## src/rtl/core/gsts_pkg.sv

```systemverilog
`default_nettype none
package gsts_pkg;
	localparam int MAX_JOBS = 64;
	localparam int MAX_MACHINES = 8;
	localparam int TIME_BITS = 16;
	localparam int ROWS = MAX_JOBS + 1;
	localparam int MAT_DEPTH = ROWS * ROWS;
	localparam int MAT_AW = $clog2(MAT_DEPTH);
	localparam int JW = 7;
	localparam int MW = 3;
	localparam int MIW = $clog2(MAX_MACHINES) > 0 ? $clog2(MAX_MACHINES) : 1;
	localparam int RJW = $clog2(ROWS);
	localparam logic [31:0] COST_LIMIT = 32'd99999999;

	localparam logic [1:0] CMD_LOAD = 2'd0;
	localparam logic [1:0] CMD_PLACE = 2'd1;
	localparam logic [1:0] CMD_STEP = 2'd2;

	localparam logic [1:0] ST_OK = 2'd0;
	localparam logic [1:0] ST_NONE = 2'd1;
	localparam logic [1:0] ST_RANGE = 2'd2;

	typedef struct packed {
		logic [1:0] status;
		logic [MW-1:0] chosen_machine;
		logic [JW-1:0] chosen_job;
		logic [31:0] machine_total;
		logic [31:0] schedule_total;
	} result_t;

	function automatic logic [31:0] sat_add(input logic [31:0] a, input logic [31:0] b);
		logic [32:0] s;
		s = {1'b0, a} + {1'b0, b};
		return s[32] ? 32'hFFFF_FFFF : s[31:0];
	endfunction
endpackage
`default_nettype wire

```

## src/rtl/core/gsts_ctrl.sv

```systemverilog
`default_nettype none
module gsts_ctrl (
	input wire logic clk,
	input wire logic arst_n,
	input wire logic in_go,
	input wire logic [1:0] cmd,
	input wire logic [6:0] from_job,
	input wire logic [6:0] to_job,
	input wire logic [15:0] setup_time,
	input wire logic [2:0] machine_index,
	input wire logic [6:0] initial_job,
	input wire logic [3:0] num_machines,
	input wire logic [6:0] num_jobs,
	output logic busy,
	output logic res_valid,
	output gsts_pkg::result_t res,
	output logic mat_we,
	output logic [gsts_pkg::MAT_AW-1:0] mat_waddr,
	output logic [gsts_pkg::TIME_BITS-1:0] mat_wdata,
	output logic [gsts_pkg::MAT_AW-1:0] mat_raddr,
	input wire logic [gsts_pkg::TIME_BITS-1:0] mat_rdata
);
	localparam logic [2:0] S_IDLE = 3'd0;
	localparam logic [2:0] S_PLACE = 3'd1;
	localparam logic [2:0] S_SCAN = 3'd2;
	localparam logic [2:0] S_TOTAL = 3'd3;
	localparam logic [2:0] S_DONE = 3'd4;
	localparam int JCW = gsts_pkg::RJW + 1;
	localparam int MIW_L = gsts_pkg::MIW;

	logic [2:0] state_q;
	logic [gsts_pkg::MAX_MACHINES-1:0][gsts_pkg::JW-1:0] last_q;
	logic [gsts_pkg::MAX_MACHINES-1:0][6:0] cnt_q;
	logic [gsts_pkg::MAX_MACHINES-1:0][31:0] ssum_q;
	logic [gsts_pkg::MAX_MACHINES-1:0][31:0] tct_q;
	logic [gsts_pkg::ROWS-1:0] done_q;

	logic [MIW_L-1:0] m_q, bm_q;
	logic [JCW-1:0] j_q, bj_q;
	logic issue_q, rd_s1;
	logic [MIW_L-1:0] m_s1;
	logic [JCW-1:0] j_s1;
	logic [31:0] best_q;
	logic [gsts_pkg::TIME_BITS-1:0] bs_q;
	logic [31:0] tot_q;
	logic [MIW_L:0] tm_q;
	logic [MIW_L-1:0] pm_q;
	logic [gsts_pkg::JW-1:0] pj_q;
	logic [1:0] st_q;
	logic [MIW_L:0] nm;
	logic [JCW-1:0] nj;
	logic [31:0] cost;
	logic scan_end;
	logic [gsts_pkg::MAT_AW-1:0] rd_addr;

	assign nm = ({1'b0, num_machines} > 5'(gsts_pkg::MAX_MACHINES)) ?
		(MIW_L+1)'(gsts_pkg::MAX_MACHINES) : (MIW_L+1)'(num_machines);
	assign nj = ({1'b0, num_jobs} > 8'(gsts_pkg::MAX_JOBS)) ?
		JCW'(gsts_pkg::MAX_JOBS) : JCW'(num_jobs);

	always_comb begin
		rd_addr = gsts_pkg::MAT_AW'(32'(last_q[m_q]) * gsts_pkg::ROWS + 32'(j_q));
		if (state_q == S_IDLE) begin
			rd_addr = gsts_pkg::MAT_AW'(32'(initial_job));
		end
	end
	assign mat_raddr = rd_addr;
	assign mat_we = in_go && cmd == gsts_pkg::CMD_LOAD && from_job <= 7'(gsts_pkg::MAX_JOBS)
		&& to_job <= 7'(gsts_pkg::MAX_JOBS);
	assign mat_waddr = gsts_pkg::MAT_AW'(32'(from_job) * gsts_pkg::ROWS + 32'(to_job));
	assign mat_wdata = gsts_pkg::TIME_BITS'(setup_time);

	assign cost = gsts_pkg::sat_add(tct_q[m_s1],
		gsts_pkg::sat_add(ssum_q[m_s1], 32'(mat_rdata)));
	assign scan_end = (m_q == MIW_L'(nm - 1'b1)) && (j_q == nj);
	assign busy = state_q != S_IDLE;

	always_ff @(posedge clk or negedge arst_n) begin
		if (!arst_n) begin
			state_q <= S_IDLE;
			last_q <= '0;
			cnt_q <= '0;
			ssum_q <= '0;
			tct_q <= '0;
			done_q <= '0;
			res_valid <= 1'b0;
			issue_q <= 1'b0;
			rd_s1 <= 1'b0;
		end else begin
			res_valid <= 1'b0;
			rd_s1 <= 1'b0;
			case (state_q)
				S_IDLE: begin
					if (in_go) begin
						st_q <= gsts_pkg::ST_OK;
						pm_q <= '0;
						pj_q <= '0;
						best_q <= '0;
						tot_q <= '0;
						tm_q <= '0;
						state_q <= S_TOTAL;
						case (cmd)
							gsts_pkg::CMD_LOAD: begin
								if (!mat_we) st_q <= gsts_pkg::ST_RANGE;
							end
							gsts_pkg::CMD_PLACE: begin
								if ({1'b0, machine_index} >= 4'(nm) || initial_job == '0
									|| JCW'(initial_job) > nj) begin
									st_q <= gsts_pkg::ST_RANGE;
								end else begin
									pm_q <= MIW_L'(machine_index);
									pj_q <= initial_job;
									state_q <= S_PLACE;
								end
							end
							gsts_pkg::CMD_STEP: begin
								// no machine or no job in use: nothing to choose
								if (nm == '0 || nj == '0) begin
									st_q <= gsts_pkg::ST_NONE;
								end else begin
									m_q <= '0;
									j_q <= JCW'(1);
									bj_q <= '0;
									bm_q <= '0;
									best_q <= gsts_pkg::COST_LIMIT;
									issue_q <= 1'b1;
									state_q <= S_SCAN;
								end
							end
							default: st_q <= gsts_pkg::ST_RANGE;
						endcase
					end
				end
				S_PLACE: begin
					last_q[pm_q] <= pj_q;
					cnt_q[pm_q] <= 7'd1;
					ssum_q[pm_q] <= 32'(mat_rdata);
					tct_q[pm_q] <= 32'(mat_rdata);
					best_q <= 32'(mat_rdata);
					done_q[pj_q[gsts_pkg::RJW-1:0]] <= 1'b1;
					state_q <= S_TOTAL;
				end
				S_SCAN: begin
					if (issue_q) begin
						rd_s1 <= !done_q[j_q[gsts_pkg::RJW-1:0]];
						m_s1 <= m_q;
						j_s1 <= j_q;
						if (scan_end) begin
							issue_q <= 1'b0;
						end else if (j_q == nj) begin
							j_q <= JCW'(1);
							m_q <= m_q + 1'b1;
						end else begin
							j_q <= j_q + 1'b1;
						end
					end
					if (rd_s1 && cost < best_q) begin
						best_q <= cost;
						bm_q <= m_s1;
						bj_q <= j_s1;
						bs_q <= mat_rdata;
					end
					if (!issue_q && !rd_s1) begin
						if (bj_q == '0) begin
							st_q <= gsts_pkg::ST_NONE;
							best_q <= '0;
						end else begin
							pm_q <= bm_q;
							pj_q <= gsts_pkg::JW'(bj_q);
							last_q[bm_q] <= gsts_pkg::JW'(bj_q);
							if (cnt_q[bm_q] != 7'd127) cnt_q[bm_q] <= cnt_q[bm_q] + 1'b1;
							ssum_q[bm_q] <= gsts_pkg::sat_add(ssum_q[bm_q], 32'(bs_q));
							tct_q[bm_q] <= best_q;
							done_q[bj_q[gsts_pkg::RJW-1:0]] <= 1'b1;
						end
						state_q <= S_TOTAL;
					end
				end
				S_TOTAL: begin
					if (tm_q == nm) begin
						state_q <= S_DONE;
					end else begin
						tot_q <= gsts_pkg::sat_add(tot_q, tct_q[tm_q[MIW_L-1:0]]);
						tm_q <= tm_q + 1'b1;
					end
				end
				S_DONE: begin
					res_valid <= 1'b1;
					state_q <= S_IDLE;
				end
				default: state_q <= S_IDLE;
			endcase
		end
	end

	always_comb begin
		res.status = st_q;
		res.chosen_machine = gsts_pkg::MW'(pm_q);
		res.chosen_job = pj_q;
		res.machine_total = best_q;
		res.schedule_total = tot_q;
	end
endmodule
`default_nettype wire

```

## config.mk

```make
export PLATFORM = sky130hd
export DESIGN_NAME = gsts_ctrl
export DESIGN_NICKNAME = d
export VERILOG_FILES = /design/src/rtl/core/gsts_pkg.sv /design/src/rtl/core/gsts_ctrl.sv
export SDC_FILE = /design/constraint.sdc
export NUM_CORES = 2
export LEC_CHECK = 0
export BUFFER_PORTS_ARGS = -buffer_cell sky130_fd_sc_hd__buf_2
export CAP_MARGIN = 25
export CORE_ASPECT_RATIO = 0.5
export CORE_MARGIN = 3
export CORE_UTILIZATION = 50
export CTS_CLUSTER_DIAMETER = 60
export DETAILED_ROUTE_END_ITERATION = 10
export PLACE_DENSITY = 0.65
export SLEW_MARGIN = 20
export SYNTH_ARGS = -nofsm -noshare
export SYNTH_HDL_FRONTEND = slang
export SYNTH_SLANG_ARGS = --single-unit
```

## constraint.sdc

```tcl
create_clock -name clk -period 12 [get_ports clk]
set_input_delay 2.4 -clock clk [delete_from_list [all_inputs] [get_ports clk]]
set_output_delay 2.4 -clock clk [all_outputs]
set_load 0.02 [all_outputs]
```

==> impl_metrics.csv <==
group,metric,value,unit
floorplan,dieArea,101000,um2
global_routing,grt_max_degree,153,
global_routing,grt_pass1_wl,255000,um
power,ir_drop,247,uV
synthesis,synth_warnings,0,
worst_setup_path,r2r_slack,1.96,ns
power,p_leak,22.1,nW
cts,cts_hold_buf,0,
synthesis,ys_top_cells_by_count,"nand2_1 (664), dfrtp_1 (639), o21ai_0 (497)",
global_routing,overflow,0,
worst_setup_path,cp_top_family,"compound AO/OA/AOI/OAI gates",
power,power_frac_clock,0.189,
synthesis,seq_area_frac_synth,0.409,
worst_setup_path,path_max_fanout,46,
detailed_routing,wire_per_inst,28.3,um
cts,post_cts_buffers,0,
power,powerDensity,250,nW/um2
cells_and_area,final_nets,4944,
placed_design,portBuffers,160,
worst_setup_path,critPathSlowestCell,"a211oi_4",
global_routing,antenna_found_initial,5,
synthesis,synth.avg_cell_area,10.2,um2
synthesis,synth_top_area_cell,"dfrtp_1",
cts,cts.repair.resized,0,
worst_setup_path,reg2reg_depth,35,
sta,tns,0,ns
sta,setup-violations-final,0,
worst_setup_path,critPathKind,"in2reg",
sta,period_share,0.851,
cts,cts_buffers,75,
sta,hold_viol_final,0,
detailed_routing,vias_per_cell,6.90,
synthesis,synth_cell_types,98,
worst_hold_path,hold_path_class,"reg2reg",
power,power.internal,7.45,mW
worst_setup_path,cp-start-kind,"primary input",
cts,root_buffer,"clkbuf_16",
cts,clk_pin_slew_worst_paths,0.06,ns
sta,fmax,98.0,MHz
outcome,status,"finished clean",
synthesis,synth_fp_nets,5051,
floorplan,io_pins,193,
synthesis,async_flop_share,0.832,
power,p_sw_frac,0.435,
sta,drv_slew,0,
sta,period_needed,10.21,ns
worst_setup_path,critPathArrivalTime,10.63,ns
global_routing,grt_pass1_vias,40700,
synthesis,synthXorXnorAreaFrac,0.0216,
detailed_routing,wl,170000,um
worst_setup_path,crit_buf_inv,3,
synthesis,synth_edf_count,129,
floorplan,num_rows,80,
worst_setup_path,worstSetupEndpointType,"flop",
placed_design,place_congestion,0.911,
placed_design,post-dp-hpwl,105000,um
power,comb_power_share,0.475,
flow_run,drv_cap,0,
cts,tritoncts,"yes",
worst_hold_path,min_path_cells,1,
sta,tightest_slew,1.19,ns
worst_setup_path,reg2reg_to,"best_q[20]",
synthesis,synth_top_family_by_area,"compound AO/OA/AOI/OAI gates",
synthesis,synth_compound_area_frac,0.217,
cells_and_area,area_growth,8.46,%
detailed_routing,drtIter0Drc,5131,
worst_setup_path,regToRegStartpoint,"m_s1[1]",
cts,cts_sinks,768,
worst_setup_path,required,12.43,ns
cells_and_area,seq_area,19900,um2
floorplan,die-width,447,um
synthesis,synthAdderAreaFrac,0.0525,
cts,cts_max_level,3,
synthesis,synth_top_area_frac,0.329,
sta,clock_skew,0.0391,ns
worst_hold_path,holdPathEnd,"done_q[23]",
floorplan,fp.dieH,226,um
cts,clk-insertion-delay-late,0.70,ns
synthesis,ys_top_cells_by_area,"dfrtp_1 (33%), mux4_2 (11%), edfxtp_1 (8.0%)",
power,sequentialPowerShare,0.336,
synthesis,yosysMostFrequentCell,"nand2_1",
detailed_routing,dr.pass1.iters,6,
worst_setup_path,path_depth,33,
cells_and_area,multi_input_area,26700,um2
cells_and_area,fillerInstances,8346,
synthesis,syn_area,48600,um2
sta,max-slew-margin-rel,0.208,
power,switchingPower,5.74,mW
worst_setup_path,slowest_delay,0.58,ns
synthesis,ys_ff_latch,768,
detailed_routing,ant_nets,0,
sta,grt_setup_unrepaired,"false",
floorplan,initial_core_util,0.507,
global_routing,gr-usage-all-layers,0.333,
synthesis,synthFlopType,"dfrtp_1",
floorplan,core-area,95800,um2
cts,clk_path_buf_depth,3,
detailed_routing,vias,41500,
worst_hold_path,hold_path.startpoint,"done_q[23]",
synthesis,netlist_instances,4780,
synthesis,synth-simple-area-share,0.109,
synthesis,synth.area.mux_share,0.144,
sta,holdWs,0.448,ns
detailed_routing,drc_errors,0,
cells_and_area,layout-drive-gt1-share,0.173,
placed cells by master (no fill, tap or decap), types with 49 or more instances in the layout:
master,netlist,final
dfrtp_1,639,639
o21ai_1,62,62
a21o_1,92,91
ha_1,191,191
buf_2,37,159
o21ai_0,497,497
mux4_2,237,237
nand3_1,49,49
a22o_1,73,73
clkbuf_16,0,75
a32oi_1,100,100
xnor2_1,63,63
buf_4,23,92
xor2_1,57,57
mux2i_1,49,49
nand2_1,664,664
a22oi_1,265,265
nor2_1,155,145
inv_1,86,85
a21oi_1,170,163
o22ai_1,50,50
mux2_2,103,103
edfxtp_1,129,129
power by group through the flow:
| stage | logic, mW | clock network, mW | registers (mW) |
|---|---|---|---|
| 4_1_cts | 6.14 | 2.52 | 4.39 |
| 6_report | 6.27 | 2.49 | 4.43 |
| 3_5_place_dp | 6.11 | 0 | 4.44 |
| 3_3_place_gp | 5.98 | 0 | 4.38 |
| 5_1_grt | 6.84 | 2.63 | 4.52 |
| 2_1_floorplan | 4.44 | 0 | 4.18 |
layer usage:
layer / up-vias / share of wire / GRT usage
li1: 17800 / - / -
met1: 20800 / 0.41 / 0.465
met2: 2512 / 0.44 / 0.502
met3: 429 / 0.12 / 0.0895
met4: 6 / 0.032 / 0.115
met5: - / 0.00038 / 0
sequential cells by signal, summed over array words and instances, names as in the netlist, 16 cells and up:
signal and cells:
last_q 56, tct_q 256, done_q 65, bs_q 16
best_q 32, ssum_q 256, tot_q 32
worst max path at each step:
stage                     slack (ns)         start    endpoint
after detailed placement        1.19  mat_rdata[0]  best_q[20]
after floorplan                 2.56       m_s1[0]     bj_q[0]
final                           1.79  mat_rdata[0]  best_q[20]
after global routing            1.12  mat_rdata[0]  best_q[11]
after CTS                       1.90  mat_rdata[0]  best_q[20]
after global placement          1.19  mat_rdata[0]  best_q[20]
cells by family after synthesis:
| kind of cell | after synthesis |
|---|---|
| mux | 391 |
| simple gates | 1172 |
| flops | 768 |
| buf+inv | 540 |
| compound gates | 1590 |
| fa+ha+maj | 199 |
| xor+xnor | 120 |
through the flow:
| stage | total power, mW | cells | cell area [um2] | setup slack, ns | utilization |
|---|---|---|---|---|---|
| 3_3_place_gp | 10.4 | 5863 | 50100 | 1.19 | 0.523 |
| 6_report | 13.2 | 6008 | 52700 | 1.79 | 0.550 |
| 4_1_cts | 13.1 | 6003 | 52600 | 1.90 | 0.549 |
| 2_1_floorplan | 8.62 | 4780 | 48600 | 2.56 | - |
| 5_1_grt | 14.0 | 6007 | 52700 | 1.12 | 0.550 |
| 3_5_place_dp | 10.6 | 5864 | 50100 | 1.19 | 0.523 |
final cells by class:
type / instances / area share
inverters: 96 / 0.00684
multi-input cells: 3472 / 0.507
flip-flops and latches: 768 / 0.377
repair buffers: 260 / 0.0317
well taps: 1271 / 0.0302
diodes: 2 / 0.0000950
clock inverters: 25 / 0.00549
clock buffers: 114 / 0.0414
(Power assumes the default switching activity.)
